## src/design/psls_pkg.sv

```systemverilog
// ----------------------------------------------------------------------------
// psls_pkg
// Shared types and constants for the packet sequence loss statistics block.
// ----------------------------------------------------------------------------
package psls_pkg;

  // Header checks and rate scaling
  localparam logic [15:0] MIN_LEN   = 16'd20;
  localparam int          US_W      = 20;
  localparam logic [US_W-1:0] US_PER_S = 20'd1000000;
  localparam int          PROD_W    = 32 + US_W;
  localparam int          CNT_W     = $clog2(PROD_W + 1);
  localparam logic [CNT_W-1:0] DIV_STEPS = CNT_W'(PROD_W);

  // Configuration register indexes
  localparam int CFG_IDX_W = 3;
  typedef enum logic [CFG_IDX_W-1:0] {
    CFG_MAGIC    = 3'd0,
    CFG_VERSION  = 3'd1,
    CFG_CODE_DATA  = 3'd2,
    CFG_CODE_DONE  = 3'd3,
    CFG_CODE_TX    = 3'd4,
    CFG_CODE_RESET = 3'd5
  } cfg_idx_t;

  // Result status codes
  typedef enum logic [2:0] {
    ST_DATA      = 3'd0,
    ST_MALFORMED = 3'd1,
    ST_REPORT    = 3'd2,
    ST_RESET     = 3'd3,
    ST_TX_START  = 3'd4
  } status_t;

  // Top-level sequencer states
  typedef enum logic [2:0] {
    S_IDLE,
    S_UPDATE,
    S_DIV_START,
    S_DIV_WAIT,
    S_OUT
  } state_t;

  // One received packet header
  typedef struct packed {
    logic [31:0] magic;
    logic [15:0] version;
    logic [15:0] pkt_type;
    logic [31:0] seq;
    logic [31:0] declared_len;
    logic [15:0] packet_len;
    logic [31:0] now_us;
  } item_t;

  // Counters reported with every result
  typedef struct packed {
    status_t     status;
    logic [31:0] pkts;
    logic [31:0] bytes_total;
    logic [31:0] missing;
    logic [31:0] malformed;
    logic [31:0] reordered;
    logic [31:0] elapsed;
  } stats_t;

endpackage

```

## src/design/psls_stats.sv

```systemverilog
// ----------------------------------------------------------------------------
// psls_stats
// Configuration registers, header check and receive statistics update.
// ----------------------------------------------------------------------------
module psls_stats (
  input  logic                          clk,
  input  logic                          rst,
  input  logic                          cfg_we,
  input  logic [psls_pkg::CFG_IDX_W-1:0] cfg_index,
  input  logic [31:0]                   cfg_data,
  input  logic                          upd,
  input  psls_pkg::item_t               item,
  output psls_pkg::stats_t              stats
);

  logic [31:0] exp_magic;
  logic [15:0] exp_version;
  logic [15:0] code_data;
  logic [15:0] code_done;
  logic [15:0] code_tx;
  logic [15:0] code_reset;

  logic [31:0] pkts, pkts_next;
  logic [31:0] bytes_total, bytes_total_next;
  logic [31:0] missing, missing_next;
  logic [31:0] malformed, malformed_next;
  logic [31:0] reordered, reordered_next;
  logic [31:0] next_expected, next_expected_next;
  logic [31:0] first_time, first_time_next;
  logic [31:0] last_time, last_time_next;
  logic        started, started_next;
  psls_pkg::status_t status, status_next;

  logic        bad_hdr;
  logic [31:0] gap;

  // Write configuration registers
  always_ff @(posedge clk) begin
    if (rst) begin
      exp_magic   <= 32'd0;
      exp_version <= 16'd1;
      code_data   <= 16'd1;
      code_done   <= 16'd2;
      code_tx     <= 16'd3;
      code_reset  <= 16'd4;
    end else if (cfg_we) begin
      unique case (cfg_index)
        psls_pkg::CFG_MAGIC:      exp_magic   <= cfg_data;
        psls_pkg::CFG_VERSION:    exp_version <= cfg_data[15:0];
        psls_pkg::CFG_CODE_DATA:  code_data   <= cfg_data[15:0];
        psls_pkg::CFG_CODE_DONE:  code_done   <= cfg_data[15:0];
        psls_pkg::CFG_CODE_TX:    code_tx     <= cfg_data[15:0];
        psls_pkg::CFG_CODE_RESET: code_reset  <= cfg_data[15:0];
        default: ;
      endcase
    end
  end

  // Check the header against the configured values
  assign bad_hdr = (item.packet_len < psls_pkg::MIN_LEN) ||
                   (item.magic != exp_magic) ||
                   (item.version != exp_version) ||
                   (item.declared_len != {16'd0, item.packet_len});

  // Decode the packet type and work out the new statistics
  always_comb begin
    pkts_next          = pkts;
    bytes_total_next   = bytes_total;
    missing_next       = missing;
    malformed_next     = malformed;
    reordered_next     = reordered;
    next_expected_next = next_expected;
    first_time_next    = first_time;
    last_time_next     = last_time;
    started_next       = started;
    status_next        = psls_pkg::ST_MALFORMED;
    gap                = 32'd0;

    if (bad_hdr) begin
      malformed_next = malformed + 32'd1;
    end else if (item.pkt_type == code_data) begin
      status_next = psls_pkg::ST_DATA;
      // sequence zero restarts the whole measurement
      if (item.seq == 32'd0) begin
        pkts_next          = 32'd0;
        bytes_total_next   = 32'd0;
        missing_next       = 32'd0;
        malformed_next     = 32'd0;
        reordered_next     = 32'd0;
        next_expected_next = 32'd0;
        first_time_next    = 32'd0;
        started_next       = 1'b0;
      end
      gap = item.seq - next_expected_next;
      if (!started_next) begin
        started_next       = 1'b1;
        first_time_next    = item.now_us;
        next_expected_next = item.seq + 32'd1;
      end else if (gap == 32'd0) begin
        next_expected_next = next_expected_next + 32'd1;
      end else if (!gap[31]) begin
        missing_next       = missing_next + gap;
        next_expected_next = item.seq + 32'd1;
      end else begin
        reordered_next = reordered_next + 32'd1;
      end
      last_time_next   = item.now_us;
      pkts_next        = pkts_next + 32'd1;
      bytes_total_next = bytes_total_next + {16'd0, item.packet_len};
    end else if (item.pkt_type == code_done) begin
      status_next = psls_pkg::ST_REPORT;
    end else if (item.pkt_type == code_tx) begin
      status_next = psls_pkg::ST_TX_START;
    end else if (item.pkt_type == code_reset) begin
      status_next        = psls_pkg::ST_RESET;
      pkts_next          = 32'd0;
      bytes_total_next   = 32'd0;
      missing_next       = 32'd0;
      malformed_next     = 32'd0;
      reordered_next     = 32'd0;
      next_expected_next = 32'd0;
      first_time_next    = 32'd0;
      last_time_next     = 32'd0;
      started_next       = 1'b0;
    end else begin
      malformed_next = malformed + 32'd1;
    end
  end

  // Commit the update for one transaction
  always_ff @(posedge clk) begin
    if (rst) begin
      pkts          <= 32'd0;
      bytes_total   <= 32'd0;
      missing       <= 32'd0;
      malformed     <= 32'd0;
      reordered     <= 32'd0;
      next_expected <= 32'd0;
      first_time    <= 32'd0;
      last_time     <= 32'd0;
      started       <= 1'b0;
      status        <= psls_pkg::ST_DATA;
    end else if (upd) begin
      pkts          <= pkts_next;
      bytes_total   <= bytes_total_next;
      missing       <= missing_next;
      malformed     <= malformed_next;
      reordered     <= reordered_next;
      next_expected <= next_expected_next;
      first_time    <= first_time_next;
      last_time     <= last_time_next;
      started       <= started_next;
      status        <= status_next;
    end
  end

  // Report the current counters
  assign stats.status      = status;
  assign stats.pkts        = pkts;
  assign stats.bytes_total = bytes_total;
  assign stats.missing     = missing;
  assign stats.malformed   = malformed;
  assign stats.reordered   = reordered;
  assign stats.elapsed     = started ? (last_time - first_time) : 32'd0;

endmodule

```

## src/design/psls_div.sv

```systemverilog
// ----------------------------------------------------------------------------
// psls_div
// Byte rate unit: scales the byte count to microseconds and divides it by the
// elapsed time with a shared restoring subtractor, one quotient bit a cycle.
// ----------------------------------------------------------------------------
module psls_div (
  input  logic        clk,
  input  logic        rst,
  input  logic        start,
  input  logic [31:0] bytes_total,
  input  logic [31:0] elapsed,
  output logic        done,
  output logic [31:0] rate
);

  logic [psls_pkg::PROD_W-1:0] dvd;
  logic [31:0]                 rem;
  logic [psls_pkg::CNT_W-1:0]  cnt;
  logic [32:0]                 rem_sh;
  logic [33:0]                 diff;
  logic                        ge;

  // Shift in the next dividend bit and trial subtract
  assign rem_sh = {rem, dvd[psls_pkg::PROD_W-1]};
  assign diff   = {1'b0, rem_sh} - {2'b00, elapsed};
  assign ge     = !diff[33];

  // Sequence the iterations
  always_ff @(posedge clk) begin
    if (rst) begin
      cnt  <= '0;
      done <= 1'b0;
    end else begin
      done <= 1'b0;
      if (start) begin
        if (elapsed == 32'd0) begin
          cnt  <= '0;
          done <= 1'b1;
        end else begin
          cnt <= psls_pkg::DIV_STEPS;
        end
      end else if (cnt != '0) begin
        cnt <= cnt - 1'b1;
        if (cnt == psls_pkg::CNT_W'(1)) begin
          done <= 1'b1;
        end
      end
    end
  end

  // Hold dividend, remainder and quotient; keep the low quotient bits only
  always_ff @(posedge clk) begin
    if (start) begin
      dvd  <= psls_pkg::PROD_W'(bytes_total) * psls_pkg::PROD_W'(psls_pkg::US_PER_S);
      rem  <= 32'd0;
      rate <= 32'd0;
    end else if (cnt != '0) begin
      dvd  <= {dvd[psls_pkg::PROD_W-2:0], 1'b0};
      rem  <= ge ? diff[31:0] : rem_sh[31:0];
      rate <= {rate[30:0], ge};
    end
  end

endmodule

```

## src/design/packet_sequence_loss_stats.sv

```systemverilog
// ----------------------------------------------------------------------------
// packet_sequence_loss_stats
// Receive statistics for a sequence-numbered test packet stream.
// ----------------------------------------------------------------------------
// One packet header is taken at a time. An accepted transaction passes through
// the header check and counter update, the loading of the rate unit, and then
// the rate divider, which produces one quotient bit per cycle of the 52-bit
// scaled byte count (it finishes at once when the elapsed time is zero); the
// result is offered the cycle after, and in_ready returns once the result is
// taken. Configuration writes go to index 0..5 in the order magic, version,
// data, done, transmit start and reset code; other indexes are ignored.
// ----------------------------------------------------------------------------
module packet_sequence_loss_stats (
  input  logic        clk,
  input  logic        rst,
  // configuration
  input  logic        cfg_we,
  input  logic [2:0]  cfg_index,
  input  logic [31:0] cfg_data,
  // input channel
  input  logic        in_valid,
  output logic        in_ready,
  input  logic [31:0] magic,
  input  logic [15:0] version,
  input  logic [15:0] pkt_type,
  input  logic [31:0] seq,
  input  logic [31:0] declared_len,
  input  logic [15:0] packet_len,
  input  logic [31:0] now_us,
  // output channel
  output logic        out_valid,
  input  logic        out_ready,
  output logic [2:0]  status,
  output logic [31:0] packet_total,
  output logic [31:0] byte_count,
  output logic [31:0] missing_count,
  output logic [31:0] malformed_count,
  output logic [31:0] reorder_count,
  output logic [31:0] elapsed_time,
  output logic [31:0] rate_bps
);

  psls_pkg::state_t state, state_next;
  psls_pkg::item_t  item;
  psls_pkg::stats_t stats;
  logic             upd;
  logic             div_start;
  logic             div_done;

  // Hold the accepted header
  always_ff @(posedge clk) begin
    if (in_valid && in_ready) begin
      item.magic        <= magic;
      item.version      <= version;
      item.pkt_type     <= pkt_type;
      item.seq          <= seq;
      item.declared_len <= declared_len;
      item.packet_len   <= packet_len;
      item.now_us       <= now_us;
    end
  end

  // Advance the sequencer
  always_ff @(posedge clk) begin
    if (rst) begin
      state <= psls_pkg::S_IDLE;
    end else begin
      state <= state_next;
    end
  end

  always_comb begin
    state_next = state;
    in_ready   = 1'b0;
    out_valid  = 1'b0;
    upd        = 1'b0;
    div_start  = 1'b0;
    unique case (state)
      psls_pkg::S_IDLE: begin
        in_ready = 1'b1;
        if (in_valid) begin
          state_next = psls_pkg::S_UPDATE;
        end
      end
      psls_pkg::S_UPDATE: begin
        upd        = 1'b1;
        state_next = psls_pkg::S_DIV_START;
      end
      psls_pkg::S_DIV_START: begin
        div_start  = 1'b1;
        state_next = psls_pkg::S_DIV_WAIT;
      end
      psls_pkg::S_DIV_WAIT: begin
        if (div_done) begin
          state_next = psls_pkg::S_OUT;
        end
      end
      psls_pkg::S_OUT: begin
        out_valid = 1'b1;
        if (out_ready) begin
          state_next = psls_pkg::S_IDLE;
        end
      end
      default: state_next = psls_pkg::S_IDLE;
    endcase
  end

  psls_stats u_stats (
    .clk       (clk),
    .rst       (rst),
    .cfg_we    (cfg_we),
    .cfg_index (cfg_index),
    .cfg_data  (cfg_data),
    .upd       (upd),
    .item      (item),
    .stats     (stats)
  );

  psls_div u_div (
    .clk         (clk),
    .rst         (rst),
    .start       (div_start),
    .bytes_total (stats.bytes_total),
    .elapsed     (stats.elapsed),
    .done        (div_done),
    .rate        (rate_bps)
  );

  // Drive the result from the held counters
  assign status          = stats.status;
  assign packet_total    = stats.pkts;
  assign byte_count      = stats.bytes_total;
  assign missing_count   = stats.missing;
  assign malformed_count = stats.malformed;
  assign reorder_count   = stats.reordered;
  assign elapsed_time    = stats.elapsed;

endmodule

```

## config.mk

```make
export PLATFORM = sky130hd
export DESIGN_NAME = packet_sequence_loss_stats
export DESIGN_NICKNAME = d
export VERILOG_FILES = /design/src/design/psls_pkg.sv /design/src/design/psls_stats.sv /design/src/design/psls_div.sv /design/src/design/packet_sequence_loss_stats.sv
export SDC_FILE = /design/constraint.sdc
export NUM_CORES = 2
export LEC_CHECK = 0
export BUFFER_PORTS_ARGS = -buffer_cell sky130_fd_sc_hd__buf_2
export CAP_MARGIN = 20
export CORE_MARGIN = 3
export CORE_UTILIZATION = 31
export DETAILED_ROUTE_END_ITERATION = 8
export GPL_ROUTABILITY_DRIVEN = 0
export HOLD_SLACK_MARGIN = 0.05
export PLACE_DENSITY_LB_ADDON = 0.12
export SLEW_MARGIN = 20
export SYNTH_ARGS = -nofsm -noshare
export SYNTH_HDL_FRONTEND = slang
export SYNTH_SLANG_ARGS = --single-unit
```

## constraint.sdc

```tcl
create_clock -name clk -period 10.4 [get_ports clk]
set_input_delay 2.6 -clock clk [delete_from_list [all_inputs] [get_ports clk]]
set_output_delay 2.6 -clock clk [all_outputs]
set_load 0.01 [all_outputs]
```

==> reports/results.tsv <==
metric	value	unit
Power Dens Cells	161	mW/mm2
Crit-path slowest cell	nor3_1	
root buf cell	clkbuf_16	
initial antenna violation count	36	
P_sw	2.62	mW
crit path launch	u_stats.last_time[0]	
Switching Fraction	32.3	%
clock sink count	668	
IR drop worst, VDD	0.158	mV
total global-route track usage	21.4	%
Clock transition at path regs	0.06	ns
CP bufs+invs	3	
WP data required	7.80	ns
CTS Hold Bufs	0	
Critical R2R Launch	item[80]	
via density per instance	5.12	
Seq/Total Area, Yosys	35.8	%
number of buffers created by CTS	84	
Mapped Area	0.0435	mm2
Final Setup Violations	0	
Syn Inst Count	5115	
Die Area	0.145	mm2
Storage cell area	0.0156	mm2
CORE AREA	0.139	mm2
DR DRC count	0	
Max Slew Vio Count	0	
Synth-to-Final Area Change	16.0	%
number of synthesized flops with an enable pin	222	
Tmin final	7.63	ns
Avg WL per Cell	21.5	um
Die Height	381	um
Setup Buffers After CTS	0	
CTS tree	done	
Via Count	37900	
Final Hold Fails	0	
Internal	5.49	mW
number of distinct library cells after synthesis	87	
Clock Tree Buf Depth	3	
net count after synthesis	5762	
Multi-input gate area	0.0257	mm2
asr flop ratio synth	0	%
Rows	136	
DP HPWL	120	mm
Hold WS	0.437	ns
Routed Antenna Nets	0	
sequential share of power	40.2	%
pin count of the biggest net entering global routing	120	
Port Buf Inserts	444	
final setup TNS	0	ns
CP Cell Sequence	inv_1 > ha_1 > inv_1 > fa_1 > a21o_1 > a21oi_1 > o21ai_0 > nand4_1 > nand2_1 > o2111ai_1 > a21oi_1 > o21a_1 > o311a_1 > o21a_1 > nor3_1 > buf_2	
GR Overflow Total	0	
prevailing post-synth register cell	dfxtp_1	
DR pass1 iterations	6	
number of synthesized register bits	668	
Initial Util	31.4	%
Design Power	8.11	mW
Max Fanout on Critical Path	3	
outcome	finished, final reports clean	
Post-Route WL	159	mm
placed cell count	7232	
vias in the first global route	36600	
worst setup slack after layout	2.77	ns
Total Nets Final	6104	
Worst-Skew Late Latency	0.71	ns
slew margin rel.	24.0	%
Post-CTS Resized	0	
synth warn	0	
fill count	14500	
CP delay by family, top	compound AO/OA/AOI/OAI gates	
Gate power share	23.0	%
1st-iter DRT viols	2625	
RSZ-0062 raised after global routing	no	
Max H-tree Level	3	
# IOs	445	
worst clock skew	0.0461	ns
Clock Power Share	36.8	%
Crit Path Class	flop to output port	
Worst-Margin Slew	1.14	ns
MaxCap Viol Count	0	
first-pass GRT wire length	238	mm
Hold WC Path Type	flop to flop	
origin of the worst min-delay path	u_stats.next_expected[26]	
Critical Path End Type	output port	
Die X	381	um
CP Data Arrival Time	5.03	ns
layout cell share with drive strength beyond 1	12.6	%
Finished Layout Cells	7404	
crit path launch type	flop	
CP peak stage delay	0.87	ns
Leakage	21.1	nW
fin crit share	73.3	%
syn avg cell area	8.51	um2
FMAX	131	MHz
Post-Place Setup Slack	2.74	ns
placed cells by master, fill, tap and decap left out, drive strengths merged, types with 32 or more instances in the layout:
| master | instances |
|---|---|
| clkbuf | 122 |
| edfxtp | 222 |
| a21o | 75 |
| o21bai | 35 |
| nor4 | 55 |
| o21ai | 275 |
| nor2 | 287 |
| ha | 291 |
| and2 | 60 |
| buf | 495 |
| nand3 | 169 |
| xnor2 | 216 |
| inv | 390 |
| nand2b | 32 |
| a31oi | 39 |
| xor2 | 138 |
| a21oi | 491 |
| or3 | 33 |
| and3 | 73 |
| fa | 140 |
| nand2 | 816 |
| nor3 | 97 |
| nand4 | 75 |
| dfxtp | 446 |
metrics by stage:
| stage | util (%) | instance area [um2] |
|---|---|---|
| 3_3_place_gp | 34.4 | 47700 |
| 3_5_place_dp | 34.4 | 47700 |
| 6_report | 36.5 | 50500 |
| 2_1_floorplan | - | 43500 |
| 4_1_cts | 36.4 | 50400 |
| 5_1_grt | 36.4 | 50500 |
registers in the layout (all words and copies together) (netlist names), 32 cells and up:
signal and count:
u_stats.reordered 32, u_div.rem 32, item 176, u_stats.malformed 32, u_stats.pkts 32, u_stats.first_time 32
u_stats.bytes_total 32, u_stats.missing 32, u_stats.exp_magic 32, u_div.dvd 46, u_stats.next_expected 32, u_stats.last_time 32
u_div.rate 32
logic make-up (layout without fill, tap and decap cells):
logic type | Yosys count | count (layout) | share of synthesized area, %
AND/OR/NAND/NOR | 1840 | 1840 | 19.8
AO/OA/AOI/OAI | 1168 | 1168 | 16.1
flip-flops | 668 | 668 | 35.8
buffers and inverters | 625 | 1038 | 5.46
adder cells (fa/ha/maj) | 438 | 438 | 15.0
XOR/XNOR | 358 | 358 | 7.34
multiplexers | 18 | 18 | 0.428
other | 0 | 13 | 0
path summary, 6_finish.rpt:
check | cells after the start | slack, ns | to
max | 16 | 2.77 | elapsed_time[28]
min | 2 | 0.44 | u_stats.next_expected[26]
max reg2reg | 25 | 2.82 | u_stats.malformed[9]
min reg2reg | 2 | 0.44 | u_stats.next_expected[26]
synth_stat cells (55+ instances only):
library cell | instances | area share (%)
nand3_1 | 168 | 1.9
xnor2_1 | 216 | 4.3
nand4_1 | 75 | 1.1
a21oi_1 | 489 | 5.6
fa_1 | 140 | 6.4
a21o_1 | 75 | 1.3
edfxtp_1 | 222 | 15
clkbuf_1 | 208 | 1.8
ha_1 | 291 | 8.4
and3_1 | 73 | 1.0
nor3_1 | 97 | 1.1
o21ai_0 | 271 | 3.1
nor4_1 | 55 | 0.79
nand2_1 | 816 | 7.0
dfxtp_1 | 446 | 21
xor2_1 | 138 | 2.8
nor2_1 | 287 | 2.5
and2_1 | 56 | 0.80
inv_1 | 385 | 3.3
layer usage:
layer  part of all wire, %  global-route usage [%]
met1                    47                    29.8
met2                    44                    33.1
met3                   6.9                    5.27
met4                   2.1                    5.19
met5                  0.10                       0
worst reg2reg max path: stages, from the launching register on:
cell	delay [ns]
edfxtp_1	0.45
inv_1	0.16
ha_1	0.22
nor4b_1	0.13
nand4_1	0.18
or2_4	0.55
buf_4	0.52
nand2_1	0.19
ha_1	0.42
o21ai_0	0.21
a21oi_1	0.18
a21boi_0	0.57
a21oi_1	0.25
xor2_1	0.47
nor4b_1	0.34
nor4b_1	0.26
and4b_1	0.23
nand4b_1	0.10
nor3_1	0.18
buf_4	0.28
nor3_2	0.06
buf_4	0.26
o21ai_1	0.71
a21oi_4	0.20
buf_16	0.26
nor2_1	0.13
power by group through the flow:
stage                     logic, mW  clock network (mW)  registers (mW)
after floorplan                1.38                   0            3.26
after global placement         1.86                   0            3.32
after detailed placement       1.87                   0            3.32
after CTS                      1.87                3.08            3.27
after global routing           2.11                3.18            3.30
final                          1.86                2.98            3.26
final cells by class:
type | count | area share (%)
tap | 1863 | 4.62
clock buffer | 121 | 4.65
inverter | 385 | 2.86
sequential | 668 | 30.9
clock inverter | 36 | 0.847
timing repair buffer | 496 | 5.25
antenna | 13 | 0.0644
multi-input combinational | 3822 | 50.8
Power figures use the tool's default switching activity.
